**src/sv/qso_pkg.sv**
```systemverilog
// Shared types and constants of the quadrature speed odometer.
package qso_pkg;

  localparam int COUNT_BITS_DEF = 32;
  localparam int SPEED_BITS_DEF = 16;

  localparam int MS_PER_S  = 1000;
  localparam int MS_BITS   = $clog2(MS_PER_S);
  localparam int DIV_STEPS = 32;
  localparam int CNT_W     = $clog2(DIV_STEPS);

  localparam int CFG_IDX_W  = 4;
  localparam int CFG_DATA_W = 32;

  localparam logic [CFG_IDX_W-1:0] CFG_TRAVEL_PER_COUNT = CFG_IDX_W'(0);
  localparam logic [CFG_IDX_W-1:0] CFG_SAMPLE_PERIOD_MS = CFG_IDX_W'(1);

  localparam logic [15:0] PERIOD_RESET = 16'd10;

  typedef enum logic [1:0] {
    FN_EDGE  = 2'd0,
    FN_TICK  = 2'd1,
    FN_CLEAR = 2'd2,
    FN_NONE  = 2'd3
  } func_t;

  typedef enum logic [1:0] {
    ST_IDLE,
    ST_WAIT,
    ST_PUT
  } top_state_t;

  typedef enum logic [2:0] {
    U_IDLE,
    U_PREP,
    U_MUL,
    U_DSET,
    U_DIV,
    U_DONE
  } unit_state_t;

  typedef struct packed {
    logic        done;
    logic        sat;
    logic [31:0] velocity;
  } tick_res_t;

endpackage

```
**src/sv/qso_ifs.sv**
```systemverilog
// Handshake channel interfaces of the quadrature speed odometer.
interface qso_in_if;
  logic       valid;
  logic       ready;
  logic [1:0] func;
  logic       phase_a;
  logic       phase_b;

  modport source (output valid, func, phase_a, phase_b, input ready);
  modport sink   (input valid, func, phase_a, phase_b, output ready);
endinterface

interface qso_out_if;
  logic               valid;
  logic               ready;
  logic signed [31:0] position;
  logic signed [15:0] pulse_speed;
  logic signed [31:0] velocity;
  logic               velocity_saturated;
  logic signed [63:0] distance;

  modport source (output valid, position, pulse_speed, velocity, velocity_saturated, distance,
                  input ready);
  modport sink   (input valid, position, pulse_speed, velocity, velocity_saturated, distance,
                  output ready);
endinterface

interface qso_cfg_if;
  logic                          valid;
  logic                          ready;
  logic [qso_pkg::CFG_IDX_W-1:0]  index;
  logic [qso_pkg::CFG_DATA_W-1:0] data;

  modport source (output valid, index, data, input ready);
  modport sink   (input valid, index, data, output ready);
endinterface

```
**src/sv/quadrature_speed_odometer_top.sv**
```systemverilog
// Top level of the quadrature speed odometer: event handling, state and result register.
// Edge, clear and unused events: the result goes through ST_PUT into the output register.
// Sample tick: the result waits in ST_WAIT for the speed unit, then goes through ST_PUT;
// the unit runs the bit-serial multiply (SPEED_BITS + 10 steps) and the 32-step restoring divide.
// A new event is taken once the previous result sits in the output register.
// Synchronous active-low reset zeroes all counts and totals; configuration registers reset to 0 and 10 ms.
module quadrature_speed_odometer_top #(
  parameter int COUNT_BITS = qso_pkg::COUNT_BITS_DEF,
  parameter int SPEED_BITS = qso_pkg::SPEED_BITS_DEF
) (
  input logic       clk,
  input logic       rst_n,
  qso_in_if.sink    in_ch,
  qso_out_if.source out_ch,
  qso_cfg_if.sink   cfg_ch
);

  qso_pkg::top_state_t state_r, state_nxt;

  logic [31:0]           dpp_r;
  logic [15:0]           period_r;
  logic [COUNT_BITS-1:0] pulse_count_r;
  logic [COUNT_BITS-1:0] count_at_last_tick_r;
  logic [SPEED_BITS-1:0] held_speed_r;
  logic [31:0]           held_velocity_r;
  logic [63:0]           travel_total_r;
  logic                  sat_r;
  logic                  neg_r;
  logic                  out_valid_r;

  logic signed [31:0] out_position_r;
  logic signed [15:0] out_pulse_speed_r;
  logic signed [31:0] out_velocity_r;
  logic               out_sat_r;
  logic signed [63:0] out_distance_r;

  logic                  in_rdy;
  logic                  in_xfer;
  logic                  start;
  logic                  load_out;
  qso_pkg::func_t        func;
  logic [SPEED_BITS-1:0] speed;
  logic                  speed_neg;
  logic [SPEED_BITS-1:0] mag;
  logic [15:0]           period_eff;
  logic [SPEED_BITS+31:0] step;
  qso_pkg::tick_res_t    res;

  assign func      = qso_pkg::func_t'(in_ch.func);
  assign in_xfer   = in_rdy & in_ch.valid;
  assign speed     = pulse_count_r[SPEED_BITS-1:0] - count_at_last_tick_r[SPEED_BITS-1:0];
  assign speed_neg = speed[SPEED_BITS-1];
  assign mag       = speed_neg ? (SPEED_BITS'(0) - speed) : speed;
  assign period_eff = (period_r == 16'd0) ? 16'd1 : period_r;

  assign in_ch.ready  = in_rdy;
  assign cfg_ch.ready = 1'b1;

  assign out_ch.valid              = out_valid_r;
  assign out_ch.position           = out_position_r;
  assign out_ch.pulse_speed        = out_pulse_speed_r;
  assign out_ch.velocity           = out_velocity_r;
  assign out_ch.velocity_saturated = out_sat_r;
  assign out_ch.distance           = out_distance_r;

  qso_speed_unit #(
    .SPEED_BITS(SPEED_BITS)
  ) u_speed (
    .clk             (clk),
    .rst_n           (rst_n),
    .start           (start),
    .neg             (speed_neg),
    .mag             (mag),
    .travel_per_count(dpp_r),
    .period          (period_eff),
    .step            (step),
    .res             (res)
  );

  always_ff @(posedge clk) begin
    if (!rst_n) begin
      state_r <= qso_pkg::ST_IDLE;
    end else begin
      state_r <= state_nxt;
    end
  end

  always_comb begin
    state_nxt = state_r;
    in_rdy    = 1'b0;
    start     = 1'b0;
    load_out  = 1'b0;
    unique case (state_r)
      qso_pkg::ST_IDLE: begin
        in_rdy = 1'b1;
        if (in_ch.valid) begin
          if (func == qso_pkg::FN_TICK) begin
            start     = 1'b1;
            state_nxt = qso_pkg::ST_WAIT;
          end else begin
            state_nxt = qso_pkg::ST_PUT;
          end
        end
      end
      qso_pkg::ST_WAIT: begin
        if (res.done) state_nxt = qso_pkg::ST_PUT;
      end
      qso_pkg::ST_PUT: begin
        if (!out_valid_r || out_ch.ready) begin
          load_out  = 1'b1;
          state_nxt = qso_pkg::ST_IDLE;
        end
      end
      default: state_nxt = qso_pkg::ST_IDLE;
    endcase
  end

  // configuration registers
  always_ff @(posedge clk) begin
    if (!rst_n) begin
      dpp_r    <= '0;
      period_r <= qso_pkg::PERIOD_RESET;
    end else if (cfg_ch.valid) begin
      if (cfg_ch.index == qso_pkg::CFG_TRAVEL_PER_COUNT) dpp_r <= cfg_ch.data[31:0];
      if (cfg_ch.index == qso_pkg::CFG_SAMPLE_PERIOD_MS) period_r <= cfg_ch.data[15:0];
    end
  end

  // odometer state
  always_ff @(posedge clk) begin
    if (!rst_n) begin
      pulse_count_r        <= '0;
      count_at_last_tick_r <= '0;
      held_speed_r         <= '0;
      held_velocity_r      <= '0;
      travel_total_r       <= '0;
      sat_r                <= 1'b0;
      neg_r                <= 1'b0;
    end else if (in_xfer) begin
      sat_r <= 1'b0;
      case (func)
        qso_pkg::FN_EDGE: begin
          if (in_ch.phase_a == in_ch.phase_b) pulse_count_r <= pulse_count_r + 1'b1;
          else pulse_count_r <= pulse_count_r - 1'b1;
        end
        qso_pkg::FN_TICK: begin
          held_speed_r         <= speed;
          count_at_last_tick_r <= pulse_count_r;
          neg_r                <= speed_neg;
        end
        qso_pkg::FN_CLEAR: begin
          pulse_count_r        <= '0;
          count_at_last_tick_r <= '0;
          held_speed_r         <= '0;
          held_velocity_r      <= '0;
          travel_total_r       <= '0;
        end
        qso_pkg::FN_NONE: ;
        default: ;
      endcase
    end else if (state_r == qso_pkg::ST_WAIT && res.done) begin
      held_velocity_r <= res.velocity;
      sat_r           <= res.sat;
      travel_total_r  <= neg_r ? (travel_total_r - 64'(step)) : (travel_total_r + 64'(step));
    end
  end

  // output register
  always_ff @(posedge clk) begin
    if (!rst_n) begin
      out_valid_r <= 1'b0;
    end else if (load_out) begin
      out_valid_r <= 1'b1;
    end else if (out_ch.ready) begin
      out_valid_r <= 1'b0;
    end
  end

  always_ff @(posedge clk) begin
    if (load_out) begin
      out_position_r    <= 32'($signed(pulse_count_r));
      out_pulse_speed_r <= 16'($signed(held_speed_r));
      out_velocity_r    <= held_velocity_r;
      out_sat_r         <= sat_r;
      out_distance_r    <= travel_total_r;
    end
  end

endmodule

```
**src/sv/qso_speed_unit.sv**
```systemverilog
// Bit-serial multiply and divide unit for velocity and travel step of one sample tick.
module qso_speed_unit #(
  parameter int SPEED_BITS = qso_pkg::SPEED_BITS_DEF
) (
  input  logic                   clk,
  input  logic                   rst_n,
  input  logic                   start,
  input  logic                   neg,
  input  logic [SPEED_BITS-1:0]  mag,
  input  logic [31:0]            travel_per_count,
  input  logic [15:0]            period,
  output logic [SPEED_BITS+31:0] step,
  output qso_pkg::tick_res_t     res
);

  localparam int MB  = SPEED_BITS + qso_pkg::MS_BITS;
  localparam int PW  = 32 + MB;
  localparam int HIW = PW - 48;

  qso_pkg::unit_state_t state_r, state_nxt;
  logic [qso_pkg::CNT_W-1:0] cnt_r, cnt_nxt;

  logic [SPEED_BITS-1:0] mag_r;
  logic                  neg_r;
  logic [31:0]           dpp_r;
  logic [15:0]           period_r;
  logic [31:0]           ma_hi_r, mb_hi_r;
  logic [MB-1:0]         ma_lo_r, mb_lo_r;
  logic                  over_r;
  logic [15:0]           rem_r;
  logic [31:0]           dq_r;

  logic [32:0]    suma, sumb;
  logic [PW-1:0]  prod;
  logic [HIW-1:0] prod_hi;
  logic [16:0]    trial;
  logic [16:0]    trial_diff;
  logic           ge;
  logic           sat;
  logic [31:0]    mvel;

  assign suma = {1'b0, ma_hi_r} + {1'b0, (ma_lo_r[0] ? dpp_r : 32'd0)};
  assign sumb = {1'b0, mb_hi_r} + {1'b0, (mb_lo_r[0] ? dpp_r : 32'd0)};

  // quotient by period << 16 is quotient of (prod >> 16) by period
  assign prod    = {mb_hi_r, mb_lo_r};
  assign prod_hi = prod[PW-1:48];

  assign trial      = {rem_r, dq_r[31]};
  assign trial_diff = trial - {1'b0, period_r};
  assign ge         = (trial >= {1'b0, period_r});

  always_comb begin
    if (!neg_r) begin
      sat  = over_r | dq_r[31];
      mvel = sat ? 32'h7FFF_FFFF : dq_r;
    end else begin
      sat  = over_r | (dq_r[31] & (|dq_r[30:0]));
      mvel = sat ? 32'h8000_0000 : dq_r;
    end
  end

  assign res.done     = (state_r == qso_pkg::U_DONE);
  assign res.sat      = sat;
  assign res.velocity = neg_r ? (32'd0 - mvel) : mvel;
  assign step         = {ma_hi_r[31-qso_pkg::MS_BITS:0], ma_lo_r};

  always_ff @(posedge clk) begin
    if (!rst_n) begin
      state_r <= qso_pkg::U_IDLE;
      cnt_r   <= '0;
    end else begin
      state_r <= state_nxt;
      cnt_r   <= cnt_nxt;
    end
  end

  always_comb begin
    state_nxt = state_r;
    cnt_nxt   = cnt_r;
    unique case (state_r)
      qso_pkg::U_IDLE: begin
        if (start) state_nxt = qso_pkg::U_PREP;
      end
      qso_pkg::U_PREP: begin
        cnt_nxt   = '0;
        state_nxt = qso_pkg::U_MUL;
      end
      qso_pkg::U_MUL: begin
        cnt_nxt = cnt_r + 1'b1;
        if (cnt_r == qso_pkg::CNT_W'(MB - 1)) state_nxt = qso_pkg::U_DSET;
      end
      qso_pkg::U_DSET: begin
        cnt_nxt   = '0;
        state_nxt = qso_pkg::U_DIV;
      end
      qso_pkg::U_DIV: begin
        cnt_nxt = cnt_r + 1'b1;
        if (cnt_r == qso_pkg::CNT_W'(qso_pkg::DIV_STEPS - 1)) state_nxt = qso_pkg::U_DONE;
      end
      qso_pkg::U_DONE: begin
        state_nxt = qso_pkg::U_IDLE;
      end
      default: state_nxt = qso_pkg::U_IDLE;
    endcase
  end

  always_ff @(posedge clk) begin
    case (state_r)
      qso_pkg::U_IDLE: begin
        if (start) begin
          mag_r    <= mag;
          neg_r    <= neg;
          dpp_r    <= travel_per_count;
          period_r <= period;
        end
      end
      qso_pkg::U_PREP: begin
        ma_hi_r <= '0;
        mb_hi_r <= '0;
        ma_lo_r <= MB'(mag_r);
        mb_lo_r <= MB'(MB'(mag_r) * MB'(qso_pkg::MS_PER_S));
      end
      qso_pkg::U_MUL: begin
        ma_hi_r <= suma[32:1];
        ma_lo_r <= {suma[0], ma_lo_r[MB-1:1]};
        mb_hi_r <= sumb[32:1];
        mb_lo_r <= {sumb[0], mb_lo_r[MB-1:1]};
      end
      qso_pkg::U_DSET: begin
        over_r <= (16'(prod_hi) >= period_r);
        rem_r  <= 16'(prod_hi);
        dq_r   <= prod[47:16];
      end
      qso_pkg::U_DIV: begin
        rem_r <= ge ? trial_diff[15:0] : trial[15:0];
        dq_r  <= {dq_r[30:0], ge};
      end
      default: ;
    endcase
  end

endmodule
```
**src/flat_wrapper.sv**
```systemverilog
// flat-port wrapper written by rule: the top's interface ports become plain ports
module quadrature_speed_odometer_top_flat 
#(
  parameter int COUNT_BITS = qso_pkg::COUNT_BITS_DEF,
  parameter int SPEED_BITS = qso_pkg::SPEED_BITS_DEF
)
  (clk, rst_n, in_ch_valid, in_ch_func, in_ch_phase_a, in_ch_phase_b, in_ch_ready, out_ch_valid, out_ch_position, out_ch_pulse_speed, out_ch_velocity, out_ch_velocity_saturated, out_ch_distance, out_ch_ready, cfg_ch_valid, cfg_ch_index, cfg_ch_data, cfg_ch_ready);
  qso_in_if in_ch_i ();
  qso_out_if out_ch_i ();
  qso_cfg_if cfg_ch_i ();
  input logic clk;
  input logic rst_n;
  input wire logic [$bits(in_ch_i.valid)-1:0] in_ch_valid;
  input wire logic [$bits(in_ch_i.func)-1:0] in_ch_func;
  input wire logic [$bits(in_ch_i.phase_a)-1:0] in_ch_phase_a;
  input wire logic [$bits(in_ch_i.phase_b)-1:0] in_ch_phase_b;
  output wire logic [$bits(in_ch_i.ready)-1:0] in_ch_ready;
  output wire logic [$bits(out_ch_i.valid)-1:0] out_ch_valid;
  output wire logic [$bits(out_ch_i.position)-1:0] out_ch_position;
  output wire logic [$bits(out_ch_i.pulse_speed)-1:0] out_ch_pulse_speed;
  output wire logic [$bits(out_ch_i.velocity)-1:0] out_ch_velocity;
  output wire logic [$bits(out_ch_i.velocity_saturated)-1:0] out_ch_velocity_saturated;
  output wire logic [$bits(out_ch_i.distance)-1:0] out_ch_distance;
  input wire logic [$bits(out_ch_i.ready)-1:0] out_ch_ready;
  input wire logic [$bits(cfg_ch_i.valid)-1:0] cfg_ch_valid;
  input wire logic [$bits(cfg_ch_i.index)-1:0] cfg_ch_index;
  input wire logic [$bits(cfg_ch_i.data)-1:0] cfg_ch_data;
  output wire logic [$bits(cfg_ch_i.ready)-1:0] cfg_ch_ready;
  assign in_ch_i.valid = in_ch_valid;
  assign in_ch_i.func = in_ch_func;
  assign in_ch_i.phase_a = in_ch_phase_a;
  assign in_ch_i.phase_b = in_ch_phase_b;
  assign in_ch_ready = in_ch_i.ready;
  assign out_ch_valid = out_ch_i.valid;
  assign out_ch_position = out_ch_i.position;
  assign out_ch_pulse_speed = out_ch_i.pulse_speed;
  assign out_ch_velocity = out_ch_i.velocity;
  assign out_ch_velocity_saturated = out_ch_i.velocity_saturated;
  assign out_ch_distance = out_ch_i.distance;
  assign out_ch_i.ready = out_ch_ready;
  assign cfg_ch_i.valid = cfg_ch_valid;
  assign cfg_ch_i.index = cfg_ch_index;
  assign cfg_ch_i.data = cfg_ch_data;
  assign cfg_ch_ready = cfg_ch_i.ready;
  quadrature_speed_odometer_top #(.COUNT_BITS(COUNT_BITS), .SPEED_BITS(SPEED_BITS)) u_core (.clk(clk), .rst_n(rst_n), .in_ch(in_ch_i), .out_ch(out_ch_i), .cfg_ch(cfg_ch_i));
endmodule
```
**config.mk**
```make
export PLATFORM = sky130hd
export DESIGN_NAME = quadrature_speed_odometer_top_flat
export DESIGN_NICKNAME = d
export VERILOG_FILES = /design/src/sv/qso_pkg.sv /design/src/sv/qso_ifs.sv /design/src/sv/quadrature_speed_odometer_top.sv /design/src/sv/qso_speed_unit.sv /design/src/flat_wrapper.sv
export SDC_FILE = /design/constraint.sdc
export NUM_CORES = 2
export LEC_CHECK = 0
export BUFFER_PORTS_ARGS = -buffer_cell sky130_fd_sc_hd__buf_2
export CORE_AREA = 3 3 267 269
export CTS_BUF_LIST = sky130_fd_sc_hd__clkbuf_16
export CTS_CLUSTER_DIAMETER = 60
export CTS_CLUSTER_SIZE = 24
export DETAILED_ROUTE_END_ITERATION = 12
export DIE_AREA = 0 0 270 272
export GPL_TIMING_DRIVEN = 0
export PLACE_DENSITY = 0.66
export RECOVER_POWER = 100
export SYNTH_ARGS = -nofsm -noshare
export SYNTH_HDL_FRONTEND = slang
export SYNTH_SLANG_ARGS = --single-unit
```
**constraint.sdc**
```tcl
create_clock -name clk -period 22 [get_ports clk]
set_input_delay 3.3 -clock clk [delete_from_list [all_inputs] [get_ports clk]]
set_output_delay 3.3 -clock clk [all_outputs]
set_load 0.005 [all_outputs]
```
==> flow_summary_export.csv <==
group,metric,value,unit
die,die_h,272,um
clock_tree,cts_max_level,2,
clock_tree,cts_hold_buf,0,
synthesis,syn_area_per_cell,9.65,um^2
setup_path,worst_path_max_delay_cell,"clkbuf_1",
sta,setup_violations,0,
setup_path,crit_top_cell,"clkbuf_1",
detailed_routing,dr.pass1.iters,5,
setup_path,crit_arrival,10350,ps
power_and_ir_drop,cellPowerDensity,75.9,nW/um^2
synthesis,syn_nets,4093,
clock_tree,clock_latency,630,ps
die,rows,96,
detailed_routing,drc,0,
layout,areaGrowthSynthToFinish,10.8,%
die,start_util,52.2,%
layout,n_antenna_cell,0,
setup_path,end_kind,"flop",
place,io_buffers,191,
setup_path,crit-reg2reg-launch,"u_core.state_r[0]",
synthesis,synth-async-reset-ratio,0,%
hold_path,min_from,"u_core.dpp_r[4]",
synthesis,ys_seq_area_share,43.6,%
detailed_routing,routedWlPerCell,19.3,um
clock_tree,cts_resized,0,
sta,tightest_slew,2450,ps
setup_path,critPathLaunchType,"input port",
sta,final_hold_viol_count,0,
grt,grt_pass1_vias,26600,
synthesis,synth.distinct_cells,85,
clock_tree,cts-root-buf,"clkbuf_16",
layout,fillCellCount,6156,
detailed_routing,vias,28100,
detailed_routing,routed_wl,95.9,mm
sta,fin_crit_sh,46.1,%
power_and_ir_drop,leakage,15.6,nW
layout,finalInstanceArea,39800,um^2
place,post_dp_cell_area,38400,um^2
clock_tree,numCtsBuffers,48,
die,die_x,270,um
hold_path,hp-class,"reg -> reg",
detailed_routing,viasPerCell,5.68,
layout,final_layout_size_suffix_gt1_share,6.31,%
clock_tree,cts_buffer_depth,3,
setup_path,cpPeakStageDelay,1410,ps
die,io_pins,193,
sta,slew_viol_final,311,
flow_run,max-cap-violations,10,
die,dieArea,73400,um^2
setup_path,critPathKind,"in -> reg",
setup_path,r2r_slack,14370,ps
grt,antenna_found_initial,2,
clock_tree,clock_sinks,596,
synthesis,synth_top_cell_by_area,"edfxtp_1",
synthesis,ys.flop_type,"edfxtp_1",
detailed_routing,drt_iter0_drc,2383,
clock_tree,path_clk_slew,90,ps
clock_tree,cts_tree,"yes",
sta,rsz0062_at_grt,"false",
status,violations,"capacitance limit, slew limit",
layout,num-nets-final,4352,
synthesis,netlist_top_cells_area,"edfxtp_1 (31%), dfxtp_1 (12%), ha_1 (9.0%), nand2_1 (4.5%), xnor2_1 (3.5%)",
sta,fin_worst_skew,36.2,ps
synthesis,syn-cell-area,36000,um^2
place,hpwlAfterDp,73.6,mm
setup_path,crit_family,"buffers and inverters",
sta,relSlewSlack,-64.0,%
power_and_ir_drop,peakVddDrop,0.0000751,V
setup_path,path_cells,"clkbuf_1 > nand2b_1 > nor2b_1 > clkbuf_1 > clkbuf_1 > clkbuf_1 > clkbuf_1",
setup_path,worstPathRequired,22210,ps
synthesis,synth_warnings,0,
sta,fin_crit,10140,ps
die,core_area,68800,um^2
grt,grt_pass1_wl,149,mm
setup_path,crit_start,"out_ch_ready",
setup_path,crit_buf_inv,5,
grt,grt_max_degree,39,
clock_tree,post_cts_buffers,0,
grt,grt_overflow,0,
grt,grt_usage,25.5,%
synthesis,synth-edff-count,375,
synthesis,ys_seq_elements,596,
status,status,"complete, but fails checks",
synthesis,syn_inst,3728,
detailed_routing,ant_nets,0,
place,gp_congestion,0.946,
sta,clock.fmax,98.6,MHz
sta,tns,0,ps
synthesis,yosysTopAreaCellShare,31.3,%
setup_path,path_max_fanout,38,
## state kept, by name (all words and copies together) (netlist names), 26 cells and up
register                flops
u_core.out_ch.distance     64
u_core.travel_total_r      64
u_core.dpp_r               32
u_core.held_velocity_r     32
u_core.out_ch.position     32
u_core.out_ch.velocity     32
u_core.pulse_count_r       32
u_core.u_speed.dpp_r       32
u_core.u_speed.dq_r        32
u_core.u_speed.ma_hi_r     32
u_core.u_speed.mb_hi_r     32
u_core.u_speed.ma_lo_r     26
u_core.u_speed.mb_lo_r     26
## per-stage QoR
stage	worst slack (ps)	cells	power (mW)	hold slack [ps]	util [%]
3_3_place_gp	7940	4850	2.08	414	55.3
4_1_cts	15320	4958	3.05	435	58.3
6_report	11860	4958	3.02	431	57.9
2_1_floorplan	11500	3728	1.91	408	-
5_1_grt	11000	4958	3.20	448	57.9
3_5_place_dp	14790	4868	2.09	417	55.8
## cell usage in the layout (no fill, tap or decap), drive strengths merged, types with 12 or more instances in the layout
cell type,count
fa,60
o31ai,16
o211ai,22
nand4,24
and3,28
nor4,25
xor2,87
dfxtp,221
a211oi,31
nor3b,27
a21oi,241
a21boi,62
o21bai,32
a31o,19
xnor2,145
inv,221
o21ai,222
edfxtp,375
clkinv,12
and2,100
buf,129
nor2b,124
nand3,47
a21o,84
a31oi,36
nand2,430
nand2b,35
ha,260
nor2,268
mux2i,22
o21a,26
nor3,78
clkbuf,288
or3,22
a22oi,59
## report_power, final
group / total [mW] / switching [mW] / internal [mW]
combinational: 0.777 / 0.454 / 0.323
sequential: 1.29 / 0.0271 / 1.26
clock: 0.958 / 0.497 / 0.460
total: 3.02 / 0.979 / 2.05
## per-layer routing
metal | vias to the layer above | share of wire (%) | track usage, %
met1 | 13300 | 45 | 35.5
met4 | 2 | 2.9 | 7.58
met2 | 778 | 46 | 41.5
met5 | - | 0.014 | 0
met3 | 142 | 6.0 | 3.50
li1 | 13900 | - | -
## path summary, 6_finish.rpt
check	to	cells past startpoint
min reg2reg	u_core.u_speed.dpp_r[4]	0
max reg2reg	u_core.out_ch.distance[38]	6
max	u_core.out_ch.distance[38]	7
min	u_core.u_speed.dpp_r[4]	0
## area by class of cell
cell class | count | area (um^2) | share of cell area [%]
clock inverters | 40 | 523 | 1.31
inverters | 194 | 728 | 1.83
clock buffers | 50 | 1250 | 3.14
flip-flops and latches | 596 | 15700 | 39.4
plain buffers | 158 | 604 | 1.52
multi-input cells | 2780 | 18900 | 47.6
repair buffers | 209 | 933 | 2.34
well taps | 931 | 1160 | 2.92
## cell usage after synthesis (22+ instances only)
cell,count
nor2b_1,124
o21a_1,26
a21boi_0,60
dfxtp_1,221
a22oi_1,59
or3_1,22
nor2_1,268
fa_1,60
xor2_1,87
nor4_1,22
nand3_1,47
and3_1,28
nor3b_1,26
nand4_1,24
a21oi_1,241
o211ai_1,22
nand2b_1,35
o21ai_0,212
ha_1,260
inv_1,194
xnor2_1,145
a211oi_1,31
a31oi_1,36
o21bai_1,32
clkbuf_1,145
nor3_1,77
mux2i_1,22
a21o_1,84
edfxtp_1,375
nand2_1,430
and2_1,99
## cells by family (layout without fill, tap and decap cells)
kind of cell               count (synthesis)  after routing  synth area share (%)
muxes                                     26             26                 0.738
DFF                                      596            596                  43.6
xor gates and xnor gates                 232            232                  5.65
adders and majority gates                320            320                  12.4
buffers and inverters                    352            651                  3.71
other                                      1              1                0.0104
AOI/OAI and AO/OA                        952            952                  17.0
and+or+nand+nor                         1249           1249                  16.9
Power figures use the tool's default switching activity.
